## src/rtl/bbd_pkg.sv

```systemverilog
// ----------------------------------------------------------------------------
// bbd_pkg
// Shared constants, types and register codes for the Bayer bilinear demosaic.
// ----------------------------------------------------------------------------
package bbd_pkg;

  // Line store depth and derived widths
  localparam int MAX_WIDTH  = 2048;
  localparam int COL_W      = $clog2(MAX_WIDTH);
  localparam int WIDTH_CAP  = (MAX_WIDTH < 4095) ? MAX_WIDTH : 4095;
  localparam int MAX_HEIGHT = 4096;

  // Field and counter widths
  localparam int PIX_W   = 8;
  localparam int IW_W    = 12;
  localparam int IH_W    = 13;
  localparam int PH_W    = 2;
  localparam int POS_W   = ((COL_W + 1) > (IW_W + 1)) ? (COL_W + 1) : (IW_W + 1);
  localparam int ROW_W   = 13;
  localparam int OCNT_W  = 23;
  localparam int AREA_W  = IW_W + IH_W;

  // APB port
  localparam int APB_AW  = 4;
  localparam int APB_DW  = 32;

  // Register indexes (paddr[3:2])
  localparam logic [1:0] REG_IMAGE_WIDTH   = 2'd0;
  localparam logic [1:0] REG_IMAGE_HEIGHT  = 2'd1;
  localparam logic [1:0] REG_PATTERN_PHASE = 2'd2;

  // Reset values
  localparam logic [IW_W-1:0] RST_WIDTH  = IW_W'(640);
  localparam logic [IH_W-1:0] RST_HEIGHT = IH_W'(480);
  localparam logic [PH_W-1:0] RST_PHASE  = '0;

  // Effective frame geometry as seen by the datapath
  typedef struct packed {
    logic [IW_W-1:0]   width;   // clamped
    logic [IH_W-1:0]   height;  // clamped
    logic [PH_W-1:0]   phase;
    logic [AREA_W-1:0] area;    // width * height, registered
  } cfg_t;

  // Per-item position info produced at accept time
  typedef struct packed {
    logic [COL_W-1:0] addr;
    logic             emit;
    logic             last;
    logic             border;
    logic             blue_row;
    logic             is_green;
  } pos_info_t;

  typedef struct packed {
    logic [PIX_W-1:0] red;
    logic [PIX_W-1:0] green;
    logic [PIX_W-1:0] blue;
  } rgb_t;

endpackage

```

## src/rtl/bbd_window.sv

```systemverilog
// ----------------------------------------------------------------------------
// bbd_window
// 3x3 sample window and bilinear interpolation of the center site.
// ----------------------------------------------------------------------------
module bbd_window (
  input  logic                      clk,
  input  logic                      rst_n,
  input  logic                      shift_en,
  input  logic [bbd_pkg::PIX_W-1:0] top,
  input  logic [bbd_pkg::PIX_W-1:0] mid,
  input  logic [bbd_pkg::PIX_W-1:0] pix,
  input  logic                      border,
  input  logic                      blue_row,
  input  logic                      is_green,
  output bbd_pkg::rgb_t             rgb
);

  localparam int PW = bbd_pkg::PIX_W;

  logic [PW-1:0] win_r   [3][3];
  logic [PW-1:0] win_nxt [3][3];
  logic [PW:0]   hor_sum, ver_sum;
  logic [PW+1:0] edg_sum, dia_sum;
  logic [PW-1:0] ctr, hor, ver, edg_mean, dia_mean;

  // Shift left by one column, new column from the two lines and the input
  always_comb begin
    for (int i = 0; i < 3; i++) begin
      win_nxt[i][0] = win_r[i][1];
      win_nxt[i][1] = win_r[i][2];
    end
    win_nxt[0][2] = top;
    win_nxt[1][2] = mid;
    win_nxt[2][2] = pix;
  end

  always_ff @(posedge clk) begin
    if (!rst_n) begin
      for (int i = 0; i < 3; i++) begin
        for (int j = 0; j < 3; j++) begin
          win_r[i][j] <= '0;
        end
      end
    end else if (shift_en) begin
      win_r <= win_nxt;
    end
  end

  // Rounded means over the updated window
  always_comb begin
    ctr      = win_nxt[1][1];
    hor_sum  = (PW+1)'(win_nxt[1][0]) + (PW+1)'(win_nxt[1][2]) + (PW+1)'(1);
    ver_sum  = (PW+1)'(win_nxt[0][1]) + (PW+1)'(win_nxt[2][1]) + (PW+1)'(1);
    edg_sum  = (PW+2)'(win_nxt[0][1]) + (PW+2)'(win_nxt[1][0]) +
               (PW+2)'(win_nxt[1][2]) + (PW+2)'(win_nxt[2][1]) + (PW+2)'(2);
    dia_sum  = (PW+2)'(win_nxt[0][0]) + (PW+2)'(win_nxt[0][2]) +
               (PW+2)'(win_nxt[2][0]) + (PW+2)'(win_nxt[2][2]) + (PW+2)'(2);
    hor      = hor_sum[PW:1];
    ver      = ver_sum[PW:1];
    edg_mean = edg_sum[PW+1:2];
    dia_mean = dia_sum[PW+1:2];
  end

  // Color assignment by site class
  always_comb begin
    rgb = '0;
    if (!border) begin
      if (is_green) begin
        rgb.green = ctr;
        if (blue_row) begin
          rgb.blue = hor;
          rgb.red  = ver;
        end else begin
          rgb.red  = hor;
          rgb.blue = ver;
        end
      end else begin
        rgb.green = edg_mean;
        if (blue_row) begin
          rgb.blue = ctr;
          rgb.red  = dia_mean;
        end else begin
          rgb.red  = ctr;
          rgb.blue = dia_mean;
        end
      end
    end
  end

endmodule

```

## config.mk

```make
export PLATFORM = sky130hd
export DESIGN_NAME = bbd_window
export DESIGN_NICKNAME = d
export VERILOG_FILES = /design/src/rtl/bbd_pkg.sv /design/src/rtl/bbd_window.sv
export SDC_FILE = /design/constraint.sdc
export NUM_CORES = 1
export LEC_CHECK = 0
export ABC_CLOCK_PERIOD_IN_PS = 7600
export BUFFER_PORTS_ARGS = -buffer_cell sky130_fd_sc_hd__buf_2
export CAP_MARGIN = 5
export CORE_MARGIN = 1.5
export CORE_UTILIZATION = 60
export DETAILED_ROUTE_END_ITERATION = 12
export PLACE_DENSITY = 0.87
export SETUP_SLACK_MARGIN = 0.02
export SLEW_MARGIN = 20
export SYNTH_ARGS = -nofsm -noshare
export SYNTH_HDL_FRONTEND = slang
export SYNTH_SLANG_ARGS = --single-unit
```

## constraint.sdc

```tcl
create_clock -name clk -period 7.6 [get_ports clk]
set_input_delay 1.52 -clock clk [delete_from_list [all_inputs] [get_ports clk]]
set_output_delay 1.52 -clock clk [all_outputs]
set_load 0.005 [all_outputs]
```

-- Word-level counts from Yosys, hierarchy flattened
Cells that the tools add are included.
- eq/ne operators: 0
- reductions and logical operators: 0
- div/mod/pow operators: 0
- add/subtract/negate cells: 12
- $lt $le $gt $ge: 0
- shifts and indexed selects: 0
- bitwise operators: 0
- multiplexer cells: 6
- multipliers: 0
- operator list (kind ; count):
    2-to-1 mux 24 bit ; 2
    adder 8 x 8 -> 9 bit ; 4
    2-to-1 mux 8 bit ; 4
    adder 10 x 2 -> 10 bit, second input constant ; 2
    adder 10 x 8 -> 10 bit ; 2
    adder 9 x 8 -> 10 bit ; 2
    adder 9 x 1 -> 9 bit, second input constant ; 2
- memories: 0
- register bits: 48
- latch bits: 0
- word-level logic and storage cells: 24
- RAM bits: 0
- memory bits (read-only): 0
- output and inout port bits: 24
- input port bits: 30

-- Logic depth before layout (Yosys ltp)
- depth in word-level cells: 7
- mapped depth: 11
- gate-level depth less buffers: 11

-- Worst setup path after synthesis
Ideal clock, no wire load.
- path kind: input to output
- start point: input port top[2] in the netlist's numbering
- end point: output port rgb[23] in the netlist's numbering
- slack: 1894 ps
- required time: 6080 ps
- buffers on the path: 0
- data arrival time: 4186 ps
- cell stages on the path: 11
- path through: inv_1 -> fa_1 -> fa_1 -> inv_1 -> ha_1 -> nor3_2 -> a2111oi_4 -> a311o_1 -> a211oi_1 -> a311oi_1 -> mux2_2
- RTL lines (what ; RTL line ; RTL):
    start: declaration ; bbd_window.sv:9 ; input logic [bbd_pkg::PIX_W-1:0] top,
    end: declaration ; bbd_window.sv:15 ; output bbd_pkg::rgb_t rgb

==> results.md <==
* Status: finished, final reports clean
* Final instance area at 4920 µm²
* Net Sw Frac at a little over a third
* Vias in the first global route at between 3000 and 4000
* ANT nets after route at 0
* Register area share after synthesis at between 20% and 30%
* CP Class: input port to output port
* FMAX at around 160 MHz
* Clk_lat worst skew at 310 ps
* Die area at roughly 8000 µm²
* First-pass GRT wire length at about 17 mm
* GRT Resource Usage Total at approximately a quarter
* Via count at between 3000 and 4000
* RSZ-0062 raised after global routing: false
* Crit path DAT at between 4000 and 5000 ps
* Syn Std Cell Area at approximately 4500 µm²
* CP Max Fanout at 4
* Row cnt at 31
* Tcrit/Tclk final at 81.32%
* Pre-antenna DRT Iters at 4
* Worst path buffer plus inverter count at 4
* Max Cap Viol at 0
* Int Power at 514.4 µW
* Final setup fails at 0
* Share of cells above drive strength 1 at approximately 13%
* Syn Area/Cell at around 8.6 µm²
* Comb pwr share at between 40% and 50%
* Root Driver: clkbuf_8
* Total clock sinks at between 40 and 50
* Drc violations at 0
* CTS tree: done
* Synth area leader: dfxtp_1
* Port buffer count at 53
* Synth cell count leaders: inv_1, nor2b_1, mux2i_1, dfxtp_1
* Post-Syn Nets at between 600 and 700
* Die width at roughly 90 µm
* Flops & latches, synth at between 40 and 50
* Initial Utilization at between 60 and 70%
* Clock power frac at between 20% and 30%
* Clk buf depth at 2
* Synth area leaders: dfxtp_1, fa_1, mux2i_1
* Count leader, synth: inv_1
* Worst Setup End Kind: output port
* Synth cell types at 46
* H-tree Lvls at 2
* Leakage at around 2.4 nW
* Core ar. at 7253 µm²
* Post-place instance area at around 4800 µm²
* IO Pins at 54
* Hold Slack at between 500 and 600 ps
* Pin count of the biggest net entering global routing at 49
* Slew Limit Headroom at 45.93%
* Gpl congestion at 0.9018
* Yosys warns at 0
* CP required at 6080 ps
* Post-synth EDFFs at 0
* CP max stage delay at 510 ps
* Sum of negative setup slack at 0 ps
* Antenna violations before repair at 0
* Post-CTS Setup Inserts at 0
* Antenna Cells at 0
* Worst clock skew at between 9 and 10 ps
* Top_reg_cell synth: dfxtp_1
* Final WS setup at between 1000 and 1500 ps
* Critical Path Source Type: input port
* Routed wire per std cell at between 10 and 15 µm
* Ys async rst share at 0%
* # hold bufs at CTS at 0
* CP Cell Sequence: buf_2 -> inv_1 -> fa_1 -> fa_1 -> inv_1 -> ha_1 -> nand4b_1 -> a21oi_1 -> or2_2 -> o21ai_0 -> o2bb2ai_1 -> a2111oi_0 -> buf_2
* Reg power frac at between 30% and 40%
* Die Ht at 89.50 µm
* Initial DRC count at approximately 190
* Switching power at between 200 and 300 µW
* Fin crit period at ~6200 ps
* PwrDens at ~160 nW/µm²
* Post-synthesis cell count at around 530
* Num CTS Buffers at 5
* Area grow syn2layout at 9.588%
* Delay-heaviest family, CP: adder cells
* Placement Setup Slack at around 1500 ps
* Hold Crit Class: flop to flop
* Fin. Hold Viols at 0
* Worst R2R Setup Slack at 6820 ps
* DP HPWL at 7.539 mm
* Cts repair resizes at 0
* Worst vdd ir at 0.09068 mV
* Clk slew on worst S/H paths at approximately 90 ps
* Worst slew pin tran at 811.0 ps
* Critical Path Slowest Stage Cell: fa_1
* Pins Over Slew Limit at 0
* Final Net Count at 658
* Final wirelength at 9.903 mm
* Yosys top cell area share at 21.40%
* Vias per std cell at roughly 5.6
* Remaining Overflow, GRT at 0
-- worst reg2reg max path: stages, from the launching register on --
cell and delay (ps):
dfxtp_1 460, mux2i_1 110, nor2b_1 150
-- cell type report --
class | instances | area [µm²]
clock buffer | 6 | 82.58
clock inverter | 2 | 38.79
fill | 625 | 2333
inverter | 101 | 379.1
multi-input combinational | 354 | 3062
sequential | 48 | 960.9
tap | 99 | 123.9
timing repair buffer | 54 | 272.8
-- stage by stage --
step	total power, mW	instances	util (%)
floorplan	0.5185	525	-
global placement	0.5816	656	66.15
detailed placement	0.5985	656	66.15
CTS	0.8001	664	67.83
global route	0.8539	664	67.83
finish	0.7985	664	67.83
-- state kept, by name, indices dropped and copies added (netlist names) --
register and cells:
win_nxt 40, ctr 8
-- power groups by stage --
stage	combinational (mW)	clock (mW)	sequential [mW]
final	0.323	0.199	0.276
after floorplan	0.241	0	0.277
after detailed placement	0.317	0	0.282
after CTS	0.322	0.202	0.276
after global routing	0.365	0.211	0.278
after global placement	0.300	0	0.281
-- logic make-up (layout without fill, tap and decap cells) --
group / after synthesis / in the layout / synth area share [%]
flip-flops: 48 / 48 / 21.40
multiplexers: 56 / 56 / 13.13
buffers and inverters: 123 / 163 / 10.40
AND/OR/NAND/NOR: 132 / 132 / 15.72
AO/OA/AOI/OAI: 88 / 88 / 13.43
XOR/XNOR: 14 / 14 / 2.731
adder cells (fa/ha/maj): 64 / 64 / 23.19
-- path summary, 6_finish.rpt --
path,startpoint,endpoint,cells past startpoint
setup / recovery,top[2],rgb[5],13
hold / removal,win_nxt[20],win_nxt[20],2
setup reg to reg,win_nxt[8],win_nxt[16],2
hold reg to reg,win_nxt[20],win_nxt[20],2
-- placed cells by master, fill, tap and decap left out, types with 3 or more instances in the layout --
| cell | count |
|---|---|
| fa_1 | 32 |
| o21ai_0 | 14 |
| inv_1 | 101 |
| o31a_1 | 3 |
| o21a_1 | 3 |
| ha_1 | 32 |
| buf_2 | 53 |
| mux2_2 | 3 |
| a31oi_1 | 7 |
| or3_1 | 3 |
| a211oi_1 | 16 |
| nor3_1 | 7 |
| dfxtp_1 | 48 |
| xor2_1 | 5 |
| a21o_1 | 4 |
| nand2_1 | 27 |
| a21oi_1 | 22 |
| xnor2_1 | 9 |
| nor2b_1 | 53 |
| nand3b_1 | 3 |
| nor2_1 | 22 |
| mux2i_1 | 51 |
| clkbuf_8 | 6 |
| nand3_1 | 7 |
-- metal layers --
metal  wire length [µm]  vias up  share of wire, %  track usage (%)
met5                  0        -                 0                0
met4                276        0               2.8            8.252
met3                420       19               4.2            3.232
met2               5052       98                51            48.80
met1               4153     1787                42            32.37
li1                   -     1807                 -                -
Power figures use the tool's default switching activity.
