`config.mk`:
```
export PLATFORM = sky130hd
export DESIGN_NAME = bbd_cfg_regs
export DESIGN_NICKNAME = d
export VERILOG_FILES = /design/src/rtl/bbd_pkg.sv /design/src/rtl/bbd_cfg_regs.sv
export SDC_FILE = /design/constraint.sdc
export NUM_CORES = 1
export LEC_CHECK = 0
export BUFFER_PORTS_ARGS = -buffer_cell sky130_fd_sc_hd__buf_2
export CORE_MARGIN = 10
export CORE_UTILIZATION = 23
export DETAILED_ROUTE_END_ITERATION = 10
export PLACE_DENSITY = 0.51
export REMOVE_ABC_BUFFERS = 1
export SLEW_MARGIN = 20
export SYNTH_ARGS = -nofsm -noshare
export SYNTH_HDL_FRONTEND = slang
export SYNTH_SLANG_ARGS = --single-unit
export TNS_END_PERCENT = 30
```
`constraint.sdc`:
```
create_clock -name clk -period 6.7 [get_ports clk]
set_input_delay 0.335 -clock clk [delete_from_list [all_inputs] [get_ports clk]]
set_output_delay 0.335 -clock clk [all_outputs]
set_load 0.01 [all_outputs]
```
`src/rtl/bbd_pkg.sv`:
```
// ----------------------------------------------------------------------------
// bbd_pkg
// Shared constants, types and register codes for the Bayer bilinear demosaic.
// ----------------------------------------------------------------------------
package bbd_pkg;

  // Line store depth and derived widths
  localparam int MAX_WIDTH  = 2048;
  localparam int COL_W      = $clog2(MAX_WIDTH);
  localparam int WIDTH_CAP  = (MAX_WIDTH < 4095) ? MAX_WIDTH : 4095;
  localparam int MAX_HEIGHT = 4096;

  // Field and counter widths
  localparam int PIX_W   = 8;
  localparam int IW_W    = 12;
  localparam int IH_W    = 13;
  localparam int PH_W    = 2;
  localparam int POS_W   = ((COL_W + 1) > (IW_W + 1)) ? (COL_W + 1) : (IW_W + 1);
  localparam int ROW_W   = 13;
  localparam int OCNT_W  = 23;
  localparam int AREA_W  = IW_W + IH_W;

  // APB port
  localparam int APB_AW  = 4;
  localparam int APB_DW  = 32;

  // Register indexes (paddr[3:2])
  localparam logic [1:0] REG_IMAGE_WIDTH   = 2'd0;
  localparam logic [1:0] REG_IMAGE_HEIGHT  = 2'd1;
  localparam logic [1:0] REG_PATTERN_PHASE = 2'd2;

  // Reset values
  localparam logic [IW_W-1:0] RST_WIDTH  = IW_W'(640);
  localparam logic [IH_W-1:0] RST_HEIGHT = IH_W'(480);
  localparam logic [PH_W-1:0] RST_PHASE  = '0;

  // Effective frame geometry as seen by the datapath
  typedef struct packed {
    logic [IW_W-1:0]   width;   // clamped
    logic [IH_W-1:0]   height;  // clamped
    logic [PH_W-1:0]   phase;
    logic [AREA_W-1:0] area;    // width * height, registered
  } cfg_t;

  // Per-item position info produced at accept time
  typedef struct packed {
    logic [COL_W-1:0] addr;
    logic             emit;
    logic             last;
    logic             border;
    logic             blue_row;
    logic             is_green;
  } pos_info_t;

  typedef struct packed {
    logic [PIX_W-1:0] red;
    logic [PIX_W-1:0] green;
    logic [PIX_W-1:0] blue;
  } rgb_t;

endpackage

```
`src/rtl/bbd_cfg_regs.sv`:
```
// ----------------------------------------------------------------------------
// bbd_cfg_regs
// APB register file: frame width, height and Bayer phase, plus clamped
// geometry and the registered frame area for the datapath.
// ----------------------------------------------------------------------------
module bbd_cfg_regs (
  input  logic                         clk,
  input  logic                         rst_n,
  input  logic                         psel,
  input  logic                         penable,
  input  logic                         pwrite,
  input  logic [bbd_pkg::APB_AW-1:0]   paddr,
  input  logic [bbd_pkg::APB_DW-1:0]   pwdata,
  output logic [bbd_pkg::APB_DW-1:0]   prdata,
  output logic                         pready,
  output bbd_pkg::cfg_t                cfg,
  output logic                         busy
);

  logic [bbd_pkg::IW_W-1:0]   width_r;
  logic [bbd_pkg::IH_W-1:0]   height_r;
  logic [bbd_pkg::PH_W-1:0]   phase_r;
  logic [bbd_pkg::AREA_W-1:0] area_r;
  logic                       busy_r;
  logic                       wr_en;
  logic [1:0]                 reg_idx;
  logic [bbd_pkg::IW_W-1:0]   w_eff;
  logic [bbd_pkg::IH_W-1:0]   h_eff;

  assign pready  = 1'b1;
  assign reg_idx = paddr[3:2];
  assign wr_en   = psel && penable && pwrite;

  // Register writes
  always_ff @(posedge clk) begin
    if (!rst_n) begin
      width_r  <= bbd_pkg::RST_WIDTH;
      height_r <= bbd_pkg::RST_HEIGHT;
      phase_r  <= bbd_pkg::RST_PHASE;
    end else if (wr_en) begin
      case (reg_idx)
        bbd_pkg::REG_IMAGE_WIDTH:   width_r  <= pwdata[bbd_pkg::IW_W-1:0];
        bbd_pkg::REG_IMAGE_HEIGHT:  height_r <= pwdata[bbd_pkg::IH_W-1:0];
        bbd_pkg::REG_PATTERN_PHASE: phase_r  <= pwdata[bbd_pkg::PH_W-1:0];
        default: ;
      endcase
    end
  end

  // Read mux
  always_comb begin
    case (reg_idx)
      bbd_pkg::REG_IMAGE_WIDTH:   prdata = bbd_pkg::APB_DW'(width_r);
      bbd_pkg::REG_IMAGE_HEIGHT:  prdata = bbd_pkg::APB_DW'(height_r);
      bbd_pkg::REG_PATTERN_PHASE: prdata = bbd_pkg::APB_DW'(phase_r);
      default:                    prdata = '0;
    endcase
  end

  // Saturate geometry to the supported range
  always_comb begin
    if (width_r < bbd_pkg::IW_W'(3))
      w_eff = bbd_pkg::IW_W'(3);
    else if (width_r > bbd_pkg::IW_W'(bbd_pkg::WIDTH_CAP))
      w_eff = bbd_pkg::IW_W'(bbd_pkg::WIDTH_CAP);
    else
      w_eff = width_r;

    if (height_r < bbd_pkg::IH_W'(3))
      h_eff = bbd_pkg::IH_W'(3);
    else if (height_r > bbd_pkg::IH_W'(bbd_pkg::MAX_HEIGHT))
      h_eff = bbd_pkg::IH_W'(bbd_pkg::MAX_HEIGHT);
    else
      h_eff = height_r;
  end

  // Frame area, registered from the clamped geometry
  always_ff @(posedge clk) begin
    area_r <= bbd_pkg::AREA_W'(w_eff) * bbd_pkg::AREA_W'(h_eff);
  end

  // Hold off input after reset and in the cycle after a write so area_r settles
  always_ff @(posedge clk) begin
    if (!rst_n) begin
      busy_r <= 1'b1;
    end else begin
      busy_r <= wr_en;
    end
  end

  assign busy       = busy_r;
  assign cfg.width  = w_eff;
  assign cfg.height = h_eff;
  assign cfg.phase  = phase_r;
  assign cfg.area   = area_r;

endmodule

```
# --- After elaboration in Yosys (flattened, before gate mapping) ---
# Cells that the tools add are included.
totals:
  ff_bits: 53
  out_inout_bits: 86
  word_cells: 23
  input_bits: 41
classes:
  n_reduce_logical: 6
  multipliers: 1
  n_lt_le_gt_ge: 4
  eq_ne: 2
  mux: 5
ops:
  columns: ["operator", "count"]
  rows:
  - ["13-bit case mux with 3 select lines", 1]
  - ["13-bit two-way mux", 2]
  - ["12-bit by 13-bit multiplier with 25-bit output", 1]
  - ["12-bit two-way mux", 2]
  - ["13-bit greater-than comparator (second input constant)", 1]
  - ["13-bit by 2-bit < comparator with 1-bit output (second input constant)", 1]
  - ["12-bit greater-than comparator (second input constant)", 1]
  - ["12-bit by 2-bit < comparator with 1-bit output (second input constant)", 1]
  - ["2-bit AND reduction", 3]
  - ["2-bit by 1-bit equality test with 1-bit output (second input constant)", 1]
  - ["2-bit equality test (second input constant)", 1]
  - ["1-bit logical AND", 2]
  - ["2-bit logical NOT", 1]

# --- Logic depth before layout (Yosys ltp) ---
# Gate-level depths: netlist (run 1).
logic_depth:
  word_depth: 4
  mapped_depth: 24
  mapped_depth_nobuf: 23

# --- Worst setup path after synthesis (run 1) ---
# OpenSTA, ideal clock, no wires.
synth_path:
  path_type: "register to register"
  start: "reg width_r[6] (netlist name)"
  end: "reg area_r[23] (netlist name)"
  arrival_time_ps: 5516
  setup_ps: 82
  path_slack_ps: 1102
  path_stages_with_launch: 24
  cell_sequence: "dfxtp_1 nor4_1 nand3_1 o31ai_2 and2_1 buf_4 nand2_1 fa_1 inv_1 fa_1 inv_1 fa_1 inv_1 fa_1 inv_1 fa_1 inv_1 ha_1 a2111oi_4 o21ai_2 nand3_2 a21oi_1 or3_1 o2111ai_1"
synth_lines:
  columns: ["item", "line_no", "source"]
  rows:
  - ["start: declaration", "bbd_cfg_regs.sv:20", "logic [bbd_pkg::IW_W-1:0] width_r;"]
  - ["start signal: assignment", "bbd_cfg_regs.sv:37", "width_r <= bbd_pkg::RST_WIDTH;"]
  - ["start signal: assignment", "bbd_cfg_regs.sv:42", "bbd_pkg::REG_IMAGE_WIDTH: width_r <= pwdata[bbd_pkg::IW_W-1:0];"]
  - ["end signal: assignment", "bbd_cfg_regs.sv:79", "area_r <= bbd_pkg::AREA_W'(w_eff) * bbd_pkg::AREA_W'(h_eff);"]
  - ["end: declaration", "bbd_cfg_regs.sv:23", "logic [bbd_pkg::AREA_W-1:0] area_r;"]

# --- Final worst setup path (run 1) ---
layout_path:
  start: "reg height_r[2] (netlist name)"
  end: "reg area_r[22] (netlist name)"
layout_via:
  elab_chain_cells: 4
layout_lines:
  columns: ["item", "line_no", "source"]
  rows:
  - ["start: declaration", "bbd_cfg_regs.sv:21", "logic [bbd_pkg::IH_W-1:0] height_r;"]
  - ["start signal: assignment", "bbd_cfg_regs.sv:38", "height_r <= bbd_pkg::RST_HEIGHT;"]
  - ["start signal: assignment", "bbd_cfg_regs.sv:43", "bbd_pkg::REG_IMAGE_HEIGHT: height_r <= pwdata[bbd_pkg::IH_W-1:0];"]
  - ["13-bit greater-than comparator", "bbd_cfg_regs.sv:71", "else if (height_r > bbd_pkg::IH_W'(bbd_pkg::MAX_HEIGHT))"]
  - ["13-bit two-way mux", "bbd_cfg_regs.sv:71", null]
  - ["13-bit two-way mux *", "bbd_cfg_regs.sv:69", "if (height_r < bbd_pkg::IH_W'(3))"]
  - ["12-bit by 13-bit multiplier with 25-bit output *", "bbd_cfg_regs.sv:79", null]
# Mark *: on every way between the ends. The rest lies on a longest branch, timed or not.
# A chain may end at the register's enable or synchronous reset.

==> impl_results.md, run 1 <==
- Max Cap Viol: 0
- Largest net degree at the start of global routing: 29
- Post-CTS setup buffers: 0
- Post-synth ARST share: 0%
- RSZ-0062 raised after global routing: no
- Clock Latency Late Sink: 0.32 ns
- Clock Skew: 0.00957 ns
- Initial antenna violation count: 5
- Vias in the first global route: 5980
- GRT Overall Usage: 10.5%
- PostCTS Resize Cnt: 0
- Worst Hold Class: input pin to flip-flop
- Fillers: 3400
- Reg area: 1060 µm²
- Die area: 39000 µm²
- Io pins: 127
- Die X: 197 µm
- CTS clock-pin slew for the worst setup and hold paths: 0.08 ns
- Routed vias: 5767
- Netlist cell types: 55
- Routability cong.: 0.841
- DRC Markers: 0
- Post-Synth XOR/XNOR Area: 2.30%
- Worst reg2reg setup slack: 0.44 ns
- Final TNS setup: 0 ns
- Dpl cells: 1335
- ANT nets after route: 0
- Fin cells: 1343
- Synth Register Bits: 53
- TritonCTS Sinks: 53
- VDD IR max: 0.0906 mV
- Number of synthesized flops with an enable pin: 0
- Mux share of post-synthesis cell area: 1.94%
- Crit Path Class: flip-flop to flip-flop
- Total Routed Length: 20100 µm
- Area Growth Syn to Fin: 13.8%
- Max Buffers Root-to-Sink: 2
- Detailed Place HPWL: 16600 µm
- CP arrival: 6.46 ns
- Design area: 8240 µm²
- Primary FF master, synth: dfxtp_1
- Period utilization: 93.4%
- Slew @ Worst Pin: 0.894 ns
- Final max-slew violation count: 0
- Mapped Cells: 868
- Crit Reg-Reg Startpoint: height_r[2]
- Mean Syn Cell Area: 8.34 µm²
- Syn. warnings: 0
- FF-to-FF path depth: 21
- Area occupied by multi-input gates: 5310 µm²
- Average routed wire per standard cell: 15.0 µm
- Initial core utilization: 23.5%
- TritonCTS Buffers: 5
- Post-DP Area: 8080 µm²
- Power density over the cells: 106 nW/µm²
- Core area: 30800 µm²
- # diodes: 0
- Post-Synth Simple-Gate Area: 18.6%
- CP max stage cell: fa_1
- Mapped Area: 7240 µm²
- Main combinational cell family by area after synthesis: adder cells
- Max FO, Critical Path: 9
- Hold-fix buffers at CTS: 0
- Max incr delay on CP: 0.54 ns
- Critical Path RT: 6.90 ns
- Commonest non-fill, non-tap cell in the layout: nand2_1
- Worst-path cell chain: nor4_1 > nand3_1 > o31ai_1 > nand2_1 > clkinv_1 > nand2_1 > fa_1 > inv_1 > fa_1 > fa_1 > fa_1 > inv_1 > fa_1 > inv_1 > ha_1 > a21oi_1 > nand2b_1 > o21a_2 > a311oi_1 > o31ai_1 > xor2_1
- Final Net Count: 1160
- R2r endpoint: area_r[22]
- Site Rows: 64
- Final Hold Fails: 0
- CP startpoint kind: flip-flop
- Min cycle time layout: 6.26 ns
- Area share of fa/ha/maj cells after synthesis: 41.3%
- Total grt overflow: 0
- CTS tree: built
- Share of layout cells above drive strength 1: 13.6%
- Crit. End Element: flip-flop
- Tot Pwr: 874 µW
- Outcome: finished, final reports clean
- TritonRoute pass-1 iters: 5
- First-pass GRT wire length: 32800 µm
- Most frequent cells in the layout: nand2_1 (168), inv_1 (160), fa_1 (110), buf_2 (85), ha_1 (63)
- Origin of the worst setup path: height_r[2]
- # setup viols final: 0
- Worst Setup EP: area_r[22]
- Critical Path Most Common Cell: fa_1
- Post-synthesis sequential area ratio: 14.7%
- Slew HR: 40.3%
- Root Driver: clkbuf_16
- Maximum clock frequency: 0.160 GHz
- Die Ht: 197 µm
- Vias per cell: 4.29
- Leakage: 0.00427 µW
- Post-synthesis compound-gate area fraction: 8.04%
- DR iter-0 viols: 245
- IO Port Bufs: 85
- CTS H-tree lvls: 2
## critical path: cells and delay by family, from the launching register on
kind | cells | cell delay [ns]
and+or+nand+nor | 5 | 0.98
buffers and inverters | 4 | 0.45
DFF | 1 | 0.35
xor gates and xnor gates | 1 | 0.15
AOI/OAI and AO/OA | 5 | 1.34
adders and majority gates | 6 | 2.87
## Yosys cell counts (all sizes together) (3+ instances only)
cell type	n	area, µm²
buf	30	209
o31ai	3	27.5
a311oi	3	32.5
xnor2	14	123
mux2i	14	140
clkbuf	20	75.1
fa	110	2200
a21oi	20	100
xor2	5	43.8
ha	63	788
clkinv	12	46.3
nand3	13	70.1
nor2	52	195
inv	162	613
nor3	3	15.0
nand2b	14	87.6
nor4	4	25.0
o21ai	12	67.6
o21bai	3	22.5
and3	10	62.6
a21boi	21	158
a21o	7	52.6
nor2b	10	62.6
nand2	172	671
dfxtp	53	1060
and2	16	100
## report_power, final
part	internal (µW)	switching [µW]	leakage, µW
clock network	144	146	0.0000763
registers	337	8.81	0.000431
logic	91.1	147	0.00376
## registers in the layout (all words and copies together) (netlist names)
name / flops
area_r: 25
height_r: 13
phase_r: 2
busy: 1
width_r: 12
## per-layer routing
| layer | global-route usage, % | vias up | share of wire [%] | wire [µm] |
|---|---|---|---|---|
| met4 | 2.11 | 10 | 0.74 | 148 |
| met2 | 17.0 | 108 | 48 | 9600 |
| met3 | 2.37 | 18 | 5.9 | 1190 |
| met5 | 0 | - | 0.31 | 62 |
| met1 | 14.2 | 2871 | 45 | 9090 |
| li1 | - | 2760 | - | - |
## cell families (layout without fill, tap and decap cells)
kind of cell,count (synthesis),count (layout)
other,2,20
flip-flops,53,53
AO/OA/AOI/OAI,81,81
buffers and inverters,224,285
multiplexers,14,14
adder cells (fa/ha/maj),173,173
AND/OR/NAND/NOR,302,302
XOR/XNOR,19,19
## final cells by class
type / instances / area share [%]
Timing Repair Buffer: 103 / 6.81
Tap cell: 396 / 6.02
Inverter: 174 / 8.01
Clock inverter: 3 / 0.349
Clock buffer: 5 / 1.52
Multi-Input combinational cell: 609 / 64.4
Sequential cell: 53 / 12.9
## per-stage QoR
stage               worst slack, ns  util, %  hold slack [ns]
floorplan                     0.521        -            0.397
global placement              0.577     26.2            0.493
detailed placement            0.519     26.2            0.494
CTS                           0.475     26.7            0.240
global route                  0.106     26.7            0.251
finish                        0.439     26.7            0.249
## worst min path at each step
stage / depth (start not counted) / from / slack [ns] / end
global placement: 2 / height_r[5] / 0.49 / height_r[5]
finish: 3 / pwdata[9] / 0.25 / width_r[9]
floorplan: 1 / rst_n / 0.40 / busy
detailed placement: 2 / height_r[5] / 0.49 / height_r[5]
CTS: 3 / pwdata[6] / 0.24 / height_r[6]
global route: 3 / pwdata[9] / 0.25 / width_r[9]
No activity file was read; power rests on OpenSTA's default activity.
==> run 2: changes to the inputs <==
--- a/config.mk
+++ b/config.mk
@@ -5,12 +5,14 @@
 export SDC_FILE = /design/constraint.sdc
 export NUM_CORES = 1
 export LEC_CHECK = 0
+export ABC_AREA = 1
 export BUFFER_PORTS_ARGS = -buffer_cell sky130_fd_sc_hd__buf_2
 export CORE_MARGIN = 10
 export CORE_UTILIZATION = 23
 export DETAILED_ROUTE_END_ITERATION = 10
-export PLACE_DENSITY = 0.51
+export PLACE_DENSITY = 0.5
 export REMOVE_ABC_BUFFERS = 1
+export SETUP_SLACK_MARGIN = 0.1
 export SLEW_MARGIN = 20
 export SYNTH_ARGS = -nofsm -noshare
 export SYNTH_HDL_FRONTEND = slang
==> run 2 against run 1 <==
  * Design area is 1.7% higher
  * Cell count is 10% higher
  * Area after synthesis grew 2.6%
  * Critical path depth increased by 3
  * Sequential share of layout area shrank 0.22 points
  * Setup slack improved by 0.35 ns
  * Maximum frequency grew 6.0%
  * Utilization down 0.30 points
  * First-iteration DRC count grew 67%
  * Register-to-register slack improved by 0.35 ns
==> impl_results.md, run 2 <==
- Final Net Count: 1288
- Outcome: finished, final reports clean
- TritonCTS Buffers: 5
- CTS clock-pin slew for the worst setup and hold paths: 0.09 ns
- Syn. warnings: 0
- Final Hold Fails: 0
- Maximum clock frequency: 0.169 GHz
- Mapped Cells: 999
- CP arrival: 6.15 ns
- Die area: 39900 µm²
- Core area: 31700 µm²
- Root Driver: clkbuf_16
- Worst Setup Slack, final: 0.794 ns
- Total grt overflow: 0
- CTS H-tree lvls: 2
- Total Routed Length: 21700 µm
- Detailed Place HPWL: 18300 µm
- Number of synthesized flops with an enable pin: 0
- PostCTS Resize Cnt: 0
- Count leader, synth: nand2_1
- Routability cong.: 0.826
- Largest Register: area_r
- Most frequent cells in the layout: nand2_1 (241), inv_1 (228), fa_1 (110), nor2_1 (95), buf_2 (85)
- Largest net degree at the start of global routing: 29
- RSZ-0062 raised after global routing: no
- Max reg flops: 25
- TritonRoute pass-1 iters: 5
- GRT Overall Usage: 11.3%
- Initial core utilization: 23.4%
- Average routed wire per standard cell: 14.7 µm
- Final TNS setup: 0 ns
- Share of layout cells above drive strength 1: 11.5%
- Initial antenna violation count: 0
- Post-synthesis sequential area ratio: 14.3%
- Post-synth ARST share: 0%
- Vias in the first global route: 6630
- Netlist cell types: 31
- Worst Hold Class: input pin to flip-flop
- Mean Syn Cell Area: 7.44 µm²
- CTS tree: built
- First-pass GRT wire length: 35600 µm
- Final max-slew violation count: 0
- Area leader, netlist: fa_1
- Slew HR: 49.0%
- Post-CTS setup buffers: 0
- Clock Latency Late Sink: 0.32 ns
- Max FO, Critical Path: 11
- IO Port Bufs: 85
- # setup viols final: 0
- # diodes: 0
- Min cycle time layout: 5.91 ns
- Post-DP Area: 8220 µm²
- DR iter-0 viols: 408
- Design area: 8380 µm²
- Site Rows: 65
- Slew @ Worst Pin: 0.765 ns
- Most area-consuming cells after synthesis: fa_1 (30%), dfxtp_1 (14%), nand2_1 (12%)
- Mapped Area: 7430 µm²
- Die Ht: 200 µm
- Clock Skew: 0.0153 ns
- Critical Path RT: 6.94 ns
- Hold-fix buffers at CTS: 0
- Synth Register Bits: 53
- ANT nets after route: 0
- Crit. End Element: flip-flop
- Top Registers: area_r: 25 flops, height_r: 13 flops, width_r: 12 flops
- Max Cap Viol: 0
- Top-area cell type share of the netlist area: 29.6%
- Die X: 200 µm
- Vias per cell: 4.32
- CP startpoint kind: flip-flop
- Worst slack, placed: 0.848 ns
- Commonest non-fill, non-tap cell in the layout: nand2_1
- Leakage: 0.00456 µW
- Area Growth Syn to Fin: 12.8%
- TritonCTS Sinks: 53
- Period utilization: 88.2%
- Routed vias: 6375
- Io pins: 127
- Top cells by instance count after synthesis: nand2_1 (241), inv_1 (228), fa_1 (110)
- Primary FF master, synth: dfxtp_1
- Power density over the cells: 123 nW/µm²
- VDD IR max: 0.108 mV
- DRC Markers: 0
- Crit Path Class: flip-flop to flip-flop
- Max Buffers Root-to-Sink: 2
==> run 2: where the power goes <==
group          switching (µW)  internal (µW)
combinational             248            132
sequential               12.1            346
clock                     149            144
total                     409            622
==> run 2: area by class of cell <==
type                       count  area (µm²)
clock inverter                 3        28.8
clock buffer                   5         125
timing repair buffer          91         470
tap                          402         503
fill                        3536       23300
sequential                    53        1060
multi-input combinational    681        5280
inverter                     242         908
==> run 2: final timing paths <==
kind                                    from            to  slack, ns  depth (start not counted)
worst max-delay path              width_r[6]    area_r[15]       0.79                         24
worst min-delay path               pwdata[6]   height_r[6]       0.25                          3
worst max register to register    width_r[6]    area_r[15]       0.79                         24
worst min register to register  height_r[10]  height_r[10]       0.51                          2
==> run 2: cell families after synthesis <==
| logic type | after synthesis | synth area share (%) |
|---|---|---|
| compound gates | 88 | 7.31 |
| xor+xnor | 12 | 1.41 |
| fa+ha+maj | 173 | 40.3 |
| buf+inv | 283 | 15.5 |
| flops | 53 | 14.3 |
| other cells | 2 | 0.101 |
| simple gates | 388 | 21.1 |
==> run 2: metal layers <==
metal | wire length [µm] | GRT usage (%)
met1 | 10200 | 14.7
met2 | 10500 | 19.7
met3 | 895 | 1.48
met4 | 184 | 2.16
met5 | 0 | 0
==> run 2: critical path: stages (launching register included) <==
cell and delay (ns):
dfxtp_1 0.34, inv_2 0.11, nand4_1 0.15, nor3_2 0.19
nand2_4 0.17, a21oi_2 0.66, nand2_1 0.17, fa_1 0.57
inv_1 0.05, fa_1 0.49, inv_1 0.05, fa_1 0.47
inv_1 0.06, fa_1 0.52, inv_1 0.05, fa_1 0.52
inv_1 0.04, ha_1 0.35, nand2_1 0.13, nor2_1 0.21
nand2_1 0.08, nand2_1 0.14, nand2_1 0.07, nand2_1 0.07
xor2_1 0.15
==> run 2: through the flow <==
stage                     std cells  util (%)  hold slack, ns  total power, µW
after detailed placement       1469      25.9           0.489              756
after global placement         1469      25.9           0.483              756
final                          1477      26.4           0.252             1030
after CTS                      1477      26.4           0.251             1060
after global routing           1477      26.4           0.267             1120
after floorplan                 976         -           0.405              615
==> run 3: changes to the inputs <==
==> constraint.sdc (replaced) <==
create_clock -name clk -period 7.6 [get_ports clk]
set_input_delay 0.38 -clock clk [delete_from_list [all_inputs] [get_ports clk]]
set_output_delay 0.38 -clock clk [all_outputs]
set_load 0.01 [all_outputs]
==> run 3 against run 2 <==
  * Sequential power is 12% lower
  * Global-route usage up 0.093 points
  * Die area stayed put
  * Utilization about the same
  * Highest routed layer unchanged
  * Routed wire length is 0.88% lower
  * Largest power group unchanged
==> impl_results.md, run 3 (synthesis results as in run 2) <==
- Outcome: finished, final reports clean
- CTS clock-pin slew for the worst setup and hold paths: 0.08 ns
- Hold-fix buffers at CTS: 0
- Final max-slew violation count: 0
- First-pass GRT wire length: 36000 µm
- Die area: 39900 µm²
- Period utilization: 81.7%
- RSZ-0062 raised after global routing: no
- Fin cells: 1476
- CP max stage cell: a21oi_2
- Die Ht: 200 µm
- Vias in the first global route: 6606
- Area occupied by multi-input gates: 5280 µm²
- Reg area: 1060 µm²
- CP bufs+invs: 7
- Met1 usage: 15.1%
- Commonest non-fill, non-tap cell in the layout: nand2_1
- Detailed Place HPWL: 18200 µm
- Worst Setup Slack, final: 1.39 ns
- PostCTS Resize Cnt: 0
- Total Routed Length: 21500 µm
- Initial core utilization: 23.4%
- Critical path depth in cells: 24
- CP arrival: 6.45 ns
- Max incr delay on CP: 0.59 ns
- Area Growth Syn to Fin: 12.7%
- Hold path cells: 3
- Root Driver: clkbuf_16
- Fillers: 3564
- CTS tree: built
- Met3 GRT Util: 1.40%
- Site Rows: 65
- Worst slack, placed: 1.40 ns
- Largest net degree at the start of global routing: 29
- Clock Skew: 0.00723 ns
- VDD IR max: 0.0837 mV
- Share of layout cells above drive strength 1: 11.5%
- TritonCTS Sinks: 53
- CTS H-tree lvls: 2
- IO Port Bufs: 85
- Slew @ Worst Pin: 0.675 ns
- CP delay by family, top: adder cells
- Final Hold Fails: 0
- Routed vias: 6280
- # diodes: 0
- Routing usage on met2: 19.5%
- Final TNS setup: 0 ns
- Crit Path Class: flip-flop to flip-flop
- Clock Latency Late Sink: 0.31 ns
- Most frequent cells in the layout: nand2_1 (241), inv_1 (228), fa_1 (110), nor2_1 (95), buf_2 (85)
- FF-to-FF path depth: 24
- Crit. End Element: flip-flop
- Critical Path Most Common Cell: nand2_1
- Tot Pwr: 900 µW
- ANT nets after route: 0
- Top Registers: area_r: 25 flops, height_r: 13 flops, width_r: 12 flops
- Largest Register: area_r
- Critical Path RT: 7.84 ns
- Max Cap Viol: 0
- Io pins: 127
- Leakage: 0.00455 µW
- Max Buffers Root-to-Sink: 2
- Core area: 31700 µm²
- Worst-path cell chain: buf_4 > inv_2 > nor3_2 > nand2_4 > a21oi_2 > nand2_1 > fa_1 > inv_1 > fa_1 > inv_1 > fa_1 > inv_1 > fa_1 > inv_1 > fa_1 > inv_1 > ha_1 > nand2_1 > nor2_1 > nand2_1 > nand2_1 > nand2_1 > nand2_1 > xor2_1
- Dpl cells: 1468
- Post-CTS setup buffers: 0
- Vias per cell: 4.25
- Initial antenna violation count: 0
- GRT busiest layer: met2
- Average routed wire per standard cell: 14.6 µm
- Max FO, Critical Path: 22
- Final Net Count: 1287
- Slew HR: 54.5%
- TritonCTS Buffers: 5
- Worst Hold Class: input pin to flip-flop
- GRT Overall Usage: 11.4%
- Maximum clock frequency: 0.161 GHz
- Max reg flops: 25
- Worst reg2reg setup slack: 1.39 ns
- Design area: 8370 µm²
- Min cycle time layout: 6.21 ns
- Post-DP Area: 8220 µm²
- DR iter-0 viols: 288
- Total grt overflow: 0
- Die X: 200 µm
- DRC Markers: 0
- Routability cong.: 0.828
- TritonRoute pass-1 iters: 5
- CP startpoint kind: flip-flop
- Power density over the cells: 108 nW/µm²
- # setup viols final: 0
## run 3: cell type report
cell class,instances,share of cell area [%]
inverter,242,10.9
clock inverter,3,0.344
tap,402,6.01
timing repair buffer,90,5.53
sequential,53,12.7
clock buffer,5,1.49
multi-input combinational,681,63.1
## run 3: worst paths after layout
check	endpoint	startpoint
min reg2reg	height_r[3]	height_r[3]
max	area_r[15]	width_r[11]
min	height_r[8]	pwdata[8]
max reg2reg	area_r[15]	width_r[11]
## run 3: layer usage
metal / vias up / part of all wire, %
met5: - / 0
met4: 0 / 1.1
met3: 13 / 3.8
met2: 123 / 48
met1: 3061 / 47
li1: 3083 / -
## run 3: power breakdown
part	switching [µW]	internal (µW)	total, µW
clock	124	127	251
sequential	9.97	305	315
combinational	219	116	334
## run 3: per-stage QoR
stage | utilization, % | hold WS (ns)
after global placement | 25.9 | 0.485
after CTS | 26.4 | 0.299
after global routing | 26.4 | 0.308
final | 26.4 | 0.306
after detailed placement | 25.9 | 0.495
after floorplan | - | 0.450
## run 3: tightest hold or removal path, delay by kind of cell
family	cells	cell delay, ns
AO/OA/AOI/OAI	1	0.07
AND/OR/NAND/NOR	1	0.05
buffers and inverters	1	0.08
